**src/design/rxbd_pkg.sv**
```systemverilog
// ----------------------------------------------------------------------------
// rxbd_pkg
// Shared types, codes and sizes for the receive byte destuff FIFO.
// ----------------------------------------------------------------------------
package rxbd_pkg;

	localparam int QUEUE_DEPTH = 64;
	localparam int PTR_W       = $clog2(QUEUE_DEPTH);
	localparam int CNT_W       = 7;
	localparam int ENTRY_W     = 9;
	localparam int CFG_IDX_W   = 2;
	localparam int CFG_DATA_W  = 8;

	localparam logic [1:0] ACT_PUSH = 2'd0;
	localparam logic [1:0] ACT_PEEK = 2'd1;
	localparam logic [1:0] ACT_POP  = 2'd2;

	localparam logic [CFG_IDX_W-1:0] CFG_BYTE_MODE = 2'd0;
	localparam logic [CFG_IDX_W-1:0] CFG_SYNC_CHAR = 2'd1;

	localparam logic [7:0] ESC_OCTET    = 8'h7D;
	localparam logic [7:0] INVERT_OCTET = 8'h20;
	localparam logic [7:0] FLAG_OCTET   = 8'h7E;

	typedef enum logic [1:0] {
		ST_OK    = 2'd0,
		ST_ESC   = 2'd1,
		ST_FULL  = 2'd2,
		ST_EMPTY = 2'd3
	} status_t;

	typedef enum logic [2:0] {
		CMD_NOP  = 3'd0,
		CMD_ESC  = 3'd1,
		CMD_PUSH = 3'd2,
		CMD_PEEK = 3'd3,
		CMD_POP  = 3'd4
	} cmd_kind_t;

	typedef struct packed {
		logic [1:0] action;
		logic [7:0] rx_byte;
	} in_item_t;

	typedef struct packed {
		logic [1:0]         status;
		logic [CNT_W-1:0]   queue_count;
		logic [ENTRY_W-1:0] head_entry;
		logic               head_valid;
		logic               head_is_sync;
		logic [ENTRY_W-1:0] latched_data;
		logic [15:0]        overrun_count;
		logic [ENTRY_W-1:0] last_received;
	} out_item_t;

	typedef struct packed {
		cmd_kind_t          kind;
		logic [ENTRY_W-1:0] entry;
		logic [ENTRY_W-1:0] last;
	} cmd_t;

endpackage

```
**src/design/rxbd_front.sv**
```systemverilog
// ----------------------------------------------------------------------------
// rxbd_front
// Accepts input items, destuffs escaped bytes and classifies each action.
// ----------------------------------------------------------------------------
module rxbd_front
	import rxbd_pkg::*;
(
	input  logic     clk,
	input  logic     arst_n,
	input  logic     in_valid,
	output logic     in_stall,
	input  in_item_t in_data,
	input  logic     q_full,
	output logic     cmd_push,
	output cmd_t     cmd
);

	logic               escape_q;
	logic [ENTRY_W-1:0] last_q;
	logic [ENTRY_W-1:0] decoded;
	logic               take;

	assign in_stall = q_full;
	assign take     = in_valid && !q_full;
	assign cmd_push = take;
	assign decoded  = escape_q ? {1'b1, in_data.rx_byte ^ INVERT_OCTET}
	                           : {1'b0, in_data.rx_byte};

	always_comb begin
		cmd.entry = decoded;
		cmd.last  = last_q;
		case (in_data.action)
			ACT_PUSH: begin
				if (in_data.rx_byte == ESC_OCTET) begin
					cmd.kind = CMD_ESC;
				end else begin
					cmd.kind = CMD_PUSH;
					cmd.last = decoded;
				end
			end
			ACT_PEEK: cmd.kind = CMD_PEEK;
			ACT_POP:  cmd.kind = CMD_POP;
			default:  cmd.kind = CMD_NOP;
		endcase
	end

	always_ff @(posedge clk or negedge arst_n) begin
		if (!arst_n) begin
			escape_q <= 1'b0;
			last_q   <= '0;
		end else if (take && in_data.action == ACT_PUSH) begin
			if (in_data.rx_byte == ESC_OCTET) begin
				escape_q <= 1'b1;
			end else begin
				escape_q <= 1'b0;
				last_q   <= decoded;
			end
		end
	end

endmodule

```
**src/design/rxbd_cmdq.sv**
```systemverilog
// ----------------------------------------------------------------------------
// rxbd_cmdq
// Two-entry command queue between the front and the back.
// ----------------------------------------------------------------------------
module rxbd_cmdq
	import rxbd_pkg::*;
(
	input  logic clk,
	input  logic arst_n,
	input  logic push,
	input  cmd_t push_cmd,
	output logic full,
	input  logic pop,
	output logic head_valid,
	output cmd_t head_cmd
);

	cmd_t       slot_q [2];
	logic       wr_q;
	logic       rd_q;
	logic [1:0] cnt_q;
	logic       do_push;
	logic       do_pop;

	assign full       = cnt_q == 2'd2;
	assign head_valid = cnt_q != 2'd0;
	assign head_cmd   = slot_q[rd_q];
	assign do_push    = push && !full;
	assign do_pop     = pop && head_valid;

	always_ff @(posedge clk) begin
		if (do_push) begin
			slot_q[wr_q] <= push_cmd;
		end
	end

	always_ff @(posedge clk or negedge arst_n) begin
		if (!arst_n) begin
			wr_q  <= 1'b0;
			rd_q  <= 1'b0;
			cnt_q <= 2'd0;
		end else begin
			if (do_push) begin
				wr_q <= !wr_q;
			end
			if (do_pop) begin
				rd_q <= !rd_q;
			end
			case ({do_push, do_pop})
				2'b10:   cnt_q <= cnt_q + 2'd1;
				2'b01:   cnt_q <= cnt_q - 2'd1;
				default: cnt_q <= cnt_q;
			endcase
		end
	end

endmodule

```
**src/design/rxbd_back.sv**
```systemverilog
// ----------------------------------------------------------------------------
// rxbd_back
// Executes queued commands on the entry FIFO and forms the result item.
// ----------------------------------------------------------------------------
module rxbd_back
	import rxbd_pkg::*;
(
	input  logic                  clk,
	input  logic                  arst_n,
	input  logic                  cmd_valid,
	input  cmd_t                  cmd,
	output logic                  cmd_pop,
	input  logic                  cfg_valid,
	input  logic [CFG_IDX_W-1:0]  cfg_index,
	input  logic [CFG_DATA_W-1:0] cfg_data,
	output logic                  out_valid,
	input  logic                  out_stall,
	output out_item_t             out_data
);

	typedef enum logic [2:0] {
		B_EXEC = 3'b001,
		B_READ = 3'b010,
		B_FORM = 3'b100
	} back_state_t;

	back_state_t        state_q;
	logic [ENTRY_W-1:0] mem [QUEUE_DEPTH];
	logic [ENTRY_W-1:0] rd_data_q;
	logic [PTR_W-1:0]   rd_ptr_q;
	logic [PTR_W-1:0]   wr_ptr_q;
	logic [CNT_W-1:0]   cnt_q;
	logic [15:0]        ovr_q;
	logic [ENTRY_W-1:0] peeked_q;
	logic [ENTRY_W-1:0] last_q;
	status_t            status_q;
	logic               peek_ok_q;
	logic               mode_q;
	logic [7:0]         sync_q;
	logic               out_valid_q;
	out_item_t          out_data_q;

	logic               exec;
	logic               has_room;
	logic               not_empty;
	logic               wr_en;
	logic               out_free;
	logic               form;
	logic [ENTRY_W-1:0] head;
	logic               head_ok;
	out_item_t          result;

	function automatic logic [PTR_W-1:0] next_ptr(input logic [PTR_W-1:0] p);
		return (p == PTR_W'(QUEUE_DEPTH - 1)) ? '0 : p + PTR_W'(1);
	endfunction

	assign exec      = (state_q == B_EXEC) && cmd_valid;
	assign cmd_pop   = exec;
	assign has_room  = cnt_q < CNT_W'(QUEUE_DEPTH);
	assign not_empty = cnt_q != '0;
	assign wr_en     = exec && cmd.kind == CMD_PUSH && has_room;
	assign out_free  = !out_valid_q || !out_stall;
	assign form      = (state_q == B_FORM) && out_free;
	assign out_valid = out_valid_q;
	assign out_data  = out_data_q;

	always_ff @(posedge clk) begin
		if (wr_en) begin
			mem[wr_ptr_q] <= cmd.entry;
		end
		if (state_q == B_READ) begin
			rd_data_q <= mem[rd_ptr_q];
		end
	end

	always_comb begin
		head_ok              = not_empty;
		head                 = head_ok ? rd_data_q : '0;
		result.status        = status_q;
		result.queue_count   = cnt_q;
		result.head_entry    = head;
		result.head_valid    = head_ok;
		result.head_is_sync  = head_ok && !head[8] &&
		                       (head[7:0] == FLAG_OCTET || (mode_q && head[7:0] == sync_q));
		result.latched_data  = peek_ok_q ? rd_data_q : peeked_q;
		result.overrun_count = ovr_q;
		result.last_received = last_q;
	end

	always_ff @(posedge clk or negedge arst_n) begin
		if (!arst_n) begin
			mode_q <= 1'b0;
			sync_q <= '0;
		end else if (cfg_valid) begin
			case (cfg_index)
				CFG_BYTE_MODE: mode_q <= cfg_data[0];
				CFG_SYNC_CHAR: sync_q <= cfg_data;
				default:       mode_q <= mode_q;
			endcase
		end
	end

	always_ff @(posedge clk or negedge arst_n) begin
		if (!arst_n) begin
			state_q     <= B_EXEC;
			rd_ptr_q    <= '0;
			wr_ptr_q    <= '0;
			cnt_q       <= '0;
			ovr_q       <= '0;
			peeked_q    <= '0;
			last_q      <= '0;
			status_q    <= ST_OK;
			peek_ok_q   <= 1'b0;
			out_valid_q <= 1'b0;
		end else begin
			case (state_q)
				B_EXEC: begin
					if (exec) begin
						state_q <= B_READ;
						last_q  <= cmd.last;
						case (cmd.kind)
							CMD_ESC: begin
								status_q  <= ST_ESC;
								peek_ok_q <= 1'b0;
							end
							CMD_PUSH: begin
								peek_ok_q <= 1'b0;
								if (has_room) begin
									wr_ptr_q <= next_ptr(wr_ptr_q);
									cnt_q    <= cnt_q + CNT_W'(1);
									status_q <= ST_OK;
								end else begin
									status_q <= ST_FULL;
								end
							end
							CMD_PEEK: begin
								if (not_empty) begin
									ovr_q     <= '0;
									peek_ok_q <= 1'b1;
									status_q  <= ST_OK;
								end else begin
									status_q  <= ST_EMPTY;
									peek_ok_q <= 1'b0;
									if (ovr_q != 16'hFFFF) begin
										ovr_q <= ovr_q + 16'd1;
									end
								end
							end
							CMD_POP: begin
								peek_ok_q <= 1'b0;
								if (not_empty) begin
									rd_ptr_q <= next_ptr(rd_ptr_q);
									cnt_q    <= cnt_q - CNT_W'(1);
									status_q <= ST_OK;
								end else begin
									status_q <= ST_EMPTY;
								end
							end
							default: begin
								status_q  <= ST_OK;
								peek_ok_q <= 1'b0;
							end
						endcase
					end
				end
				B_READ: state_q <= B_FORM;
				B_FORM: begin
					if (out_free) begin
						state_q <= B_EXEC;
					end
				end
				default: state_q <= B_EXEC;
			endcase

			if (form) begin
				out_valid_q <= 1'b1;
				if (peek_ok_q) begin
					peeked_q <= rd_data_q;
				end
			end else if (!out_stall) begin
				out_valid_q <= 1'b0;
			end
		end
	end

	always_ff @(posedge clk) begin
		if (form) begin
			out_data_q <= result;
		end
	end

`ifndef SYNTHESIS
	a_cnt_bound: assert property (@(posedge clk) disable iff (!arst_n)
		cnt_q <= CNT_W'(QUEUE_DEPTH))
		else $error("entry count beyond queue depth");

	a_ptr_match: assert property (@(posedge clk) disable iff (!arst_n)
		(rd_ptr_q == wr_ptr_q) == (cnt_q == '0 || cnt_q == CNT_W'(QUEUE_DEPTH)))
		else $error("pointers disagree with entry count");

	a_form_out: assert property (@(posedge clk) disable iff (!arst_n)
		form |=> out_valid_q)
		else $error("formed result not presented");

	a_pop_exec: assert property (@(posedge clk) disable iff (!arst_n)
		cmd_pop |=> state_q == B_READ)
		else $error("command taken without read step");
`endif

endmodule

```
**src/design/rx_byte_destuff_fifo.sv**
```systemverilog
// ----------------------------------------------------------------------------
// rx_byte_destuff_fifo
// Receive byte destuffing with a bounded entry FIFO and peek/pop access.
// ----------------------------------------------------------------------------
// Sequencing: the back sequencer finishes each command before it takes the next
//   (execute, registered memory read, result form); a stalled output holds it.
// Reset: arst_n clears pointers, counters, flags and config registers;
//   the entry memory is not cleared and needs no clearing pass.
module rx_byte_destuff_fifo
	import rxbd_pkg::*;
(
	input  logic                  clk,
	input  logic                  arst_n,
	input  logic                  in_valid,
	output logic                  in_stall,
	input  in_item_t              in_data,
	output logic                  out_valid,
	input  logic                  out_stall,
	output out_item_t             out_data,
	input  logic                  cfg_valid,
	output logic                  cfg_ready,
	input  logic [CFG_IDX_W-1:0]  cfg_index,
	input  logic [CFG_DATA_W-1:0] cfg_data
);

	logic q_full;
	logic cmd_push;
	cmd_t cmd_in;
	logic q_pop;
	logic q_valid;
	cmd_t q_cmd;
	logic cfg_wr;

	assign cfg_ready = 1'b1;
	assign cfg_wr    = cfg_valid && cfg_ready;

	rxbd_front u_front (
		.clk      (clk),
		.arst_n   (arst_n),
		.in_valid (in_valid),
		.in_stall (in_stall),
		.in_data  (in_data),
		.q_full   (q_full),
		.cmd_push (cmd_push),
		.cmd      (cmd_in)
	);

	rxbd_cmdq u_cmdq (
		.clk        (clk),
		.arst_n     (arst_n),
		.push       (cmd_push),
		.push_cmd   (cmd_in),
		.full       (q_full),
		.pop        (q_pop),
		.head_valid (q_valid),
		.head_cmd   (q_cmd)
	);

	rxbd_back u_back (
		.clk       (clk),
		.arst_n    (arst_n),
		.cmd_valid (q_valid),
		.cmd       (q_cmd),
		.cmd_pop   (q_pop),
		.cfg_valid (cfg_wr),
		.cfg_index (cfg_index),
		.cfg_data  (cfg_data),
		.out_valid (out_valid),
		.out_stall (out_stall),
		.out_data  (out_data)
	);

endmodule
```
**config.mk**
```make
export PLATFORM = sky130hd
export DESIGN_NAME = rx_byte_destuff_fifo
export DESIGN_NICKNAME = d
export VERILOG_FILES = /design/src/design/rxbd_pkg.sv /design/src/design/rxbd_front.sv /design/src/design/rxbd_cmdq.sv /design/src/design/rxbd_back.sv /design/src/design/rx_byte_destuff_fifo.sv
export SDC_FILE = /design/constraint.sdc
export NUM_CORES = 1
export LEC_CHECK = 0
export BUFFER_PORTS_ARGS = -buffer_cell sky130_fd_sc_hd__buf_4
export CELL_PAD_IN_SITES_DETAIL_PLACEMENT = 1
export CELL_PAD_IN_SITES_GLOBAL_PLACEMENT = 2
export CORE_MARGIN = 8
export CORE_UTILIZATION = 52
export CTS_CLUSTER_DIAMETER = 40
export DETAILED_ROUTE_END_ITERATION = 10
export GPL_TIMING_DRIVEN = 0
export PLACE_DENSITY_LB_ADDON = 0.1
export SLEW_MARGIN = 20
export SYNTH_ARGS = -nofsm -noshare
export SYNTH_HDL_FRONTEND = slang
export SYNTH_SLANG_ARGS = --single-unit
```
**constraint.sdc**
```tcl
create_clock -name clk -period 6.69 [get_ports clk]
set_clock_uncertainty 0.15 [all_clocks]
set_input_delay 0.3345 -clock clk [delete_from_list [all_inputs] [get_ports clk]]
set_output_delay 0.3345 -clock clk [all_outputs]
set_load 0.01 [all_outputs]
```
==> results of run 1 <==
==> area by class of cell <==
cell class / instances / share of cell area
Timing Repair Buffer: 105 / 0.0247
Sequential cell: 764 / 0.637
Inverter: 15 / 0.00159
Buffer: 74 / 0.0102
Multi-Input combinational cell: 696 / 0.198
Tap cell: 765 / 0.0271
Clock inverter: 76 / 0.0246
Clock buffer: 115 / 0.0768
==> worst min-delay path: stages <==
cell,delay (ns)
buf_4,0.09
o21ai_1,0.22
xnor2_1,0.19
==> layer usage <==
| metal | up-vias | global-route usage |
|---|---|---|
| met1 | 8391 | 0.301 |
| li1 | 6734 | - |
| met4 | 2 | 0.0799 |
| met3 | 131 | 0.0403 |
| met5 | - | 0 |
| met2 | 539 | 0.375 |
==> flip-flops by register name, summed over array words and instances (netlist names), 2 cells and up <==
| signal | count |
|---|---|
| u_back.last_q | 9 |
| u_back.peeked_q | 9 |
| u_front.last_q | 9 |
| u_back.out_data | 54 |
| u_back.cnt_q | 7 |
| u_back.rd_ptr_q | 6 |
| u_back.sync_q | 8 |
| u_back.state_q | 3 |
| u_back.ovr_q | 16 |
| u_back.rd_data_q | 9 |
| u_back.wr_ptr_q | 6 |
| u_back.mem | 576 |
| u_back.status_q | 2 |
| u_cmdq.cnt_q | 2 |
| u_cmdq.slot_q | 42 |
==> cells by family (layout without fill, tap and decap cells) <==
| logic type | Yosys count | in the layout |
|---|---|---|
| flops | 764 | 764 |
| simple gates | 270 | 270 |
| mux | 232 | 232 |
| compound gates | 163 | 163 |
| buf+inv | 89 | 385 |
| xor+xnor | 25 | 25 |
| fa+ha+maj | 5 | 5 |
| other cells | 1 | 1 |
==> placed cells by master (no fill, tap or decap), types with 22 or more instances in the layout <==
master         instances
nand2_1               57
buf_4                 87
a21oi_1               34
nor2_1                93
clkbuf_16            106
mux4_2               148
dlygate4sd3_1         22
edfxtp_1             681
clkbuf_1              43
o21ai_0               35
mux2i_1               36
mux2_2                36
dfrtp_1               82
==> stage by stage <==
step | utilization | power (mW) | std cells | instance area, sq um | worst slack [ns]
2_1_floorplan | - | 8.22 | 1549 | 29900 | 3.85
3_3_place_gp | 0.549 | 9.37 | 2394 | 31500 | 2.41
3_5_place_dp | 0.551 | 9.51 | 2397 | 31500 | 2.32
4_1_cts | 0.617 | 15.1 | 2610 | 35300 | 2.28
5_1_grt | 0.618 | 15.5 | 2610 | 35400 | 2.33
6_report | 0.618 | 15.0 | 2610 | 35400 | 2.34
==> power groups by stage <==
stage / Combinational (mW) / Clock (mW) / Sequential, mW
after floorplan: 2.02 / 0 / 6.20
after global placement: 3.12 / 0 / 6.25
after detailed placement: 3.25 / 0 / 6.25
after CTS: 3.29 / 5.69 / 6.16
after global routing: 3.48 / 5.86 / 6.18
final: 3.25 / 5.62 / 6.15
==> worst paths after layout <==
kind                            slack [ns]        startpoint                 end  cells past startpoint
worst min-delay path                   0.1          in_valid         u_cmdq.wr_q                      3
worst min register to register        0.29  u_back.last_q[6]  u_back.out_data[6]                      0
min in group asynchronous             0.18            arst_n  u_back.peeked_q[0]                      2
max in group asynchronous             5.63            arst_n         u_cmdq.wr_q                      2
worst max register to register        2.34       u_cmdq.rd_q   u_back.mem[26][1]                      6
worst max-delay path                  2.34       u_cmdq.rd_q   u_back.mem[26][1]                      6
==> metrics.csv, run 1 <==
stage;metric;value;unit
logic_synthesis;synthesized area;29900;sq um
timing;endpoints failing setup;0;
clock_tree;CTS H-tree depth;3;
timing;Fin Setup TNS;0;ns
layout;area delta synth->final;18.3;%
logic_synthesis;Synth Area in Simple Gates;0.0452;
pwr;internal power;10.6;mW
pwr;Lkg Pwr;11.8;nW
pwr;net switching power figure;4.39;mW
pwr;PD cells;425;nW/um^2
clock_tree;CTS sink count;764;
placement;RD Place Congestion;0.882;
logic_synthesis;xor and xnor area share after synthesis;0.00732;
grt;gr ovfl total;0;
detailed_routing;WL met1;30600;um
logic_synthesis;mux contribution to synthesized area;0.142;
clock_tree;Root Driver;clkbuf_16;
layout;Final Net Count;1789;
setup_path;WP data required;6.81;ns
grt;largest net degree at the start of global routing;84;
detailed_routing;met2 wire len;37000;um
timing;Final period util;0.650;
timing;relative slew slack;0.249;
detailed_routing;DRT antenna net count;0;
setup_path;Slowest Stage Delay on Critical Path;1.02;ns
detailed_routing;Via-to-Cell Ratio;6.05;
timing;Peak Freq;230;MHz
logic_synthesis;Commonest cells post-synth;681 x edfxtp_1, 148 x mux4_2, 95 x nor2_1, 82 x dfrtp_1, 57 x nand2_1;
layout;fillers;4862;
pwr;maximum vdd drop;0.280;mV
logic_synthesis;#FFs+latches synth;764;
logic_synthesis;Warnings, synthesis;0;
timing;Fin. Hold Viols;0;
setup_path;crit path cell chain;buf_6, or3b_1, a211o_1, nor3_1, nand3b_1, nor2_1;
logic_synthesis;Yosys top cell by area;edfxtp_1;
setup_path;CP top delay family;simple AND/OR/NAND/NOR gates;
grt;vias in the first global route;16700;
logic_synthesis;Synth Area in Compound Gates;0.0362;
clock_tree;setup bufs post-CTS;0;
pwr;Net Sw Frac;0.292;
timing;fin. max-slew vios;0;
logic_synthesis;FFs w/ async S/R, synth;0.109;
pwr;combinational group share of total power;0.216;
pwr;Sequential Power Share;0.409;
run_status;status;finished clean;
floorplan;Starting Density;0.522;
grt;initial antenna violation count;3;
logic_synthesis;synth unique cells;71;
logic_synthesis;mean post-synth cell area;19.3;sq um
layout;# diodes;0;
setup_path;Slowest-stage cell, CP;nor2_1;
timing;RSZ-0062 raised after global routing;no;
floorplan;io pins;82;
clock_tree;PostCTS Resize Cnt;0;
logic_synthesis;register area share after synthesis;0.753;
setup_path;Crit path arrival time;4.46;ns
pwr;Clk pwr share;0.374;
detailed_routing;uppermost routed layer;met5;
setup_path;Worst Path Buf+Inv;1;
floorplan;Die Area;65400;sq um
setup_path;critical path fanouts, max;9;
logic_synthesis;count leader, synth;edfxtp_1;
setup_path;CP startpoint kind;flop;
logic_synthesis;largest family of logic cells by synthesized area;multiplexers;
clock_tree;Post-CTS Hold Buffers;22;
clock_tree;Longest Clk Path Bufs;3;
placement;IO Port Bufs;80;
detailed_routing;final WL;74300;um
clock_tree;Inserted Clock Buffers;103;
logic_synthesis;Syn Inst Count;1549;
setup_path;Setup Crit Path Kind;flop to flop;
floorplan;Die Wd;256;um
timing;post-layout minimum cycle time;4.35;ns
detailed_routing;residual DRC count;0;
detailed_routing;First-pass DRT Iterations;5;
grt;global-route wire length before repair;111000;um
setup_path;Critical Path End Type;flop;
detailed_routing;drt wl/cell;28.5;um
logic_synthesis;post-synth top area share;0.684;
floorplan;Rows;88;
placement;DP HPWL;47500;um
clock_tree;Clock Latency Late Sink;0.66;ns
logic_synthesis;Post-Synth Adder-Cell Area;0.00209;
logic_synthesis;EDFF count, synth;681;
layout;Multi-input gate area;7000;sq um
floorplan;Die Span Y;256;um
floorplan;core area;57300;sq um
timing;Slew @ Worst Pin;1.13;ns
clock_tree;CTS clk-pin slew, worst paths;0.05;ns
layout;layout cells sized above 1;0.274;
detailed_routing;metal3 WL;4360;um
detailed_routing;total number of vias;15800;
job;Max-Cap Viols;0;
hold_path;Min-Delay Path Class;input pin to flop;
layout;Reg area;22500;sq um
logic_synthesis;Syn Nets;1579;
logic_synthesis;Area contributors post-synth;edfxtp_1 68%, mux4_2 11%, dfrtp_1 6.9%, mux2_2 1.7%, mux2i_1 1.2%;
logic_synthesis;ys flop type;edfxtp_1;
clock_tree;CTS tree;yes;
detailed_routing;drt initial violations;1379;
timing;hold slack;0.0984;ns
grt;All-Layer GR Usage;0.226;
Power figures use the tool's default switching activity.
==> run 2, diff against run 1 <==
--- a/config.mk
+++ b/config.mk
@@ -5,11 +5,12 @@
 export SDC_FILE = /design/constraint.sdc
 export NUM_CORES = 1
 export LEC_CHECK = 0
+export ABC_AREA = 1
 export BUFFER_PORTS_ARGS = -buffer_cell sky130_fd_sc_hd__buf_4
 export CELL_PAD_IN_SITES_DETAIL_PLACEMENT = 1
 export CELL_PAD_IN_SITES_GLOBAL_PLACEMENT = 2
 export CORE_MARGIN = 8
-export CORE_UTILIZATION = 52
+export CORE_UTILIZATION = 39
 export CTS_CLUSTER_DIAMETER = 40
 export DETAILED_ROUTE_END_ITERATION = 10
 export GPL_TIMING_DRIVEN = 0
==> constraint.sdc (replaced) <==
create_clock -name clk -period 4 [get_ports clk]
set_clock_uncertainty 0.15 [all_clocks]
set_input_delay 0.2 -clock clk [delete_from_list [all_inputs] [get_ports clk]]
set_output_delay 0.2 -clock clk [all_outputs]
set_load 0.01 [all_outputs]
==> run 2 against run 1 <==
  * Final area increased by 7.2%
  * Combinational power increased by 150%
  * Setup slack got worse by 2.2 ns
  * Highest routed layer unchanged
==> metrics.csv, run 2 <==
stage;metric;value;unit;change
timing;relative slew slack;0.220;;was 0.249
hold_path;Min-Delay Path Class;input pin to asynchronous set/reset pin;;was input pin to flop
clock_tree;Inserted Clock Buffers;132;;was 103
layout;most frequent cells in the layout;681 x edfxtp_1, 438 x nor2_1, 351 x o21ai_0;;was 681 x edfxtp_1, 148 x mux4_2, 106 x clkbuf_16
setup_path;Slowest Stage Delay on Critical Path;0.92;ns;was 1.02 ns
logic_synthesis;mean post-synth cell area;12.2;sq um;was 19.3 sq um
layout;layout cells sized above 1;0.145;;was 0.274
placement;IO Port Bufs;80;;unchanged
logic_synthesis;synth unique cells;48;;was 71
setup_path;critical path fanouts, max;10;;was 9
logic_synthesis;ys flop type;edfxtp_1;;unchanged
grt;global-route wire length before repair;152000;um;was 111000 um
clock_tree;CTS clk-pin slew, worst paths;0.05;ns;about the same
pwr;Total Power;30.2;mW;was 15.0 mW
grt;vias in the first global route;22300;;was 16700
pwr;PD cells;796;nW/um^2;was 425 nW/um^2
layout;Biggest register;u_back.mem;;unchanged
layout;max reg flops;576;;unchanged
logic_synthesis;Commonest cells post-synth;681 x edfxtp_1, 494 x nor2_1, 351 x o21ai_0, 259 x nand2_1, 111 x clkbuf_1;;was 681 x edfxtp_1, 148 x mux4_2, 95 x nor2_1, 82 x dfrtp_1, 57 x nand2_1
pwr;Lkg Pwr;13.1;nW;was 11.8 nW
clock_tree;CTS sink count;764;;unchanged
clock_tree;Clock Latency Late Sink;0.71;ns;was 0.66 ns
layout;Core Util, Final;0.489;;was 0.618
detailed_routing;residual DRC count;0;;unchanged
logic_synthesis;synthesized area;30600;sq um;was 29900 sq um
pwr;maximum vdd drop;0.438;mV;was 0.280 mV
job;Max-Cap Viols;0;;unchanged
floorplan;core area;77600;sq um;was 57300 sq um
layout;fillers;8021;;was 4862
timing;Fin Setup TNS;0;ns;unchanged
timing;Final period util;0.956;;was 0.650
detailed_routing;final WL;104000;um;was 74300 um
timing;Peak Freq;261;MHz;was 230 MHz
logic_synthesis;Yosys top cell by area;edfxtp_1;;unchanged
floorplan;Die Wd;296;um;was 256 um
clock_tree;CTS H-tree depth;4;;was 3
floorplan;Die Area;87700;sq um;was 65400 sq um
run_status;status;finished clean;;unchanged
logic_synthesis;count leader, synth;edfxtp_1;;unchanged
grt;largest net degree at the start of global routing;84;;unchanged
placement;RD Place Congestion;0.851;;was 0.882
floorplan;Starting Density;0.394;;was 0.522
timing;RSZ-0062 raised after global routing;yes;;was no
setup_path;reg2reg end;u_back.rd_data_q[7];;was u_back.mem[26][1]
logic_synthesis;FFs w/ async S/R, synth;0.109;;unchanged
clock_tree;Root Driver;clkbuf_16;;unchanged
timing;Fin. Hold Viols;0;;unchanged
setup_path;Slowest-stage cell, CP;clkbuf_1;;was nor2_1
floorplan;io pins;82;;unchanged
setup_path;Crit path arrival time;4.19;ns;was 4.46 ns
setup_path;CP startpoint kind;flop;;unchanged
setup_path;R2R Setup Slk;0.18;ns;was 2.34 ns
detailed_routing;First-pass DRT Iterations;6;;was 5
setup_path;crit path cell chain;buf_2, clkbuf_1, clkbuf_1, o21ai_0, o211ai_1, nand3_1, nand4_1, nand3_1, nand3_1;;was buf_6, or3b_1, a211o_1, nor3_1, nand3b_1, nor2_1
setup_path;CP top delay family;buffers and inverters;;was simple AND/OR/NAND/NOR gates
setup_path;WP data required;4.37;ns;was 6.81 ns
timing;Slew @ Worst Pin;1.17;ns;was 1.13 ns
setup_path;Setup Crit Path Kind;flop to flop;;unchanged
layout;Final Net Count;2788;;was 1789
logic_synthesis;Area contributors post-synth;edfxtp_1 67%, dfrtp_1 6.7%, nor2_1 6.1%, o21ai_0 5.7%, nand2_1 3.2%;;was edfxtp_1 68%, mux4_2 11%, dfrtp_1 6.9%, mux2_2 1.7%, mux2i_1 1.2%
setup_path;worst r2r src;u_back.rd_ptr_q[0];;was u_cmdq.rd_q
floorplan;Rows;102;;was 88
detailed_routing;total number of vias;21500;;was 15800
clock_tree;Longest Clk Path Bufs;3;;unchanged
grt;initial antenna violation count;3;;unchanged
detailed_routing;Via-to-Cell Ratio;5.51;;was 6.05
grt;All-Layer GR Usage;0.238;;was 0.226
setup_path;Worst Reg-to-Reg Cells;9;;was 6
timing;fin. max-slew vios;0;;unchanged
detailed_routing;drt wl/cell;26.7;um;was 28.5 um
clock_tree;CTS tree;yes;;unchanged
logic_synthesis;Syn Inst Count;2499;;was 1549
layout;area delta synth->final;23.9;%;was 18.3%
timing;endpoints failing setup;0;;unchanged
setup_path;Worst Setup SP;u_back.rd_ptr_q[0];;was u_cmdq.rd_q
detailed_routing;drt initial violations;1556;;was 1379
setup_path;Critical Path End Type;flop;;unchanged
setup_path;Worst Path Buf+Inv;3;;was 1
placement;DP HPWL;69100;um;was 47500 um
layout;commonest non-fill, non-tap cell in the layout;edfxtp_1;;unchanged
timing;post-layout minimum cycle time;3.82;ns;was 4.35 ns
placement;DP Area;32900;sq um;was 31500 sq um
logic_synthesis;register area share after synthesis;0.736;;was 0.753
setup_path;most used cell along the critical path;nand3_1;;
logic_synthesis;#FFs+latches synth;764;;unchanged
layout;# diodes;0;;unchanged
logic_synthesis;EDFF count, synth;681;;unchanged
detailed_routing;DRT antenna net count;0;;unchanged
floorplan;Die Span Y;296;um;was 256 um
layout;final instance area;37900;sq um;was 35400 sq um
logic_synthesis;Syn Nets;2529;;was 1579
logic_synthesis;post-synth top area share;0.668;;was 0.684
logic_synthesis;Warnings, synthesis;0;;unchanged
grt;gr ovfl total;0;;unchanged
## run 2: cell families after synthesis
group           Yosys count  synth area share
fa+ha+maj                 5           0.00204
xor+xnor                 21           0.00601
simple gates            906             0.122
buf+inv                 244            0.0308
other cells               1          0.000123
compound gates          555             0.102
mux                       3           0.00110
flops                   764             0.736
## run 2: how the worst max path moves through the flow
stage / slack [ns] / endpoint / cells past startpoint
floorplan: 0.99 / u_back.out_data[0] / 4
finish: 0.18 / u_back.rd_data_q[7] / 9
global placement: -0.60 / u_back.mem[63][7] / 6
CTS: 0.004 / u_back.mem[52][3] / 8
detailed placement: -0.47 / u_back.mem[37][1] / 6
global route: -0.05 / u_back.mem[2][5] / 8
## run 2: area by class of cell
class | count | area, sq um | share of cell area
Sequential cell | 764 | 22500 | 0.594
Tap cell | 1040 | 1300 | 0.0343
Inverter | 110 | 413 | 0.0109
Multi-Input combinational cell | 1491 | 7380 | 0.195
Timing Repair Buffer | 125 | 1160 | 0.0307
Clock buffer | 158 | 3600 | 0.0949
Clock inverter | 81 | 997 | 0.0263
Buffer | 134 | 533 | 0.0141
## run 2: power breakdown
| group | leakage [nW] | switching, mW | internal, mW |
|---|---|---|---|
| registers | 7.22 | 0.278 | 10.3 |
| clock network | 2.20 | 3.99 | 7.60 |
| logic | 3.67 | 6.21 | 1.83 |
## run 2: timing repair
item,CTS,global route
buffers inserted,7,0
hold endpoints to repair,147,0
gates resized for setup,26,12
hold buffers,27,0
pin swaps,3,0
setup endpoints to repair,252,117
## run 2: metal layers
| layer | part of all wire | GRT usage | vias up |
|---|---|---|---|
| li1 | - | - | 9564 |
| met1 | 0.41 | 0.305 | 11000 |
| met3 | 0.061 | 0.0422 | 214 |
| met5 | 0.00016 | 0 | - |
| met4 | 0.036 | 0.0919 | 2 |
| met2 | 0.49 | 0.402 | 727 |
## run 2: stage by stage
| step | std cells | hold WS, ns | setup slack (ns) |
|---|---|---|---|
| finish | 3903 | 0.0150 | 0.175 |
| detailed placement | 3630 | 0.207 | -0.467 |
| global route | 3903 | 0.0743 | -0.0516 |
| CTS | 3903 | 0.0348 | 0.00394 |
| global placement | 3619 | 0.251 | -0.603 |
| floorplan | 2499 | -0.246 | 0.991 |
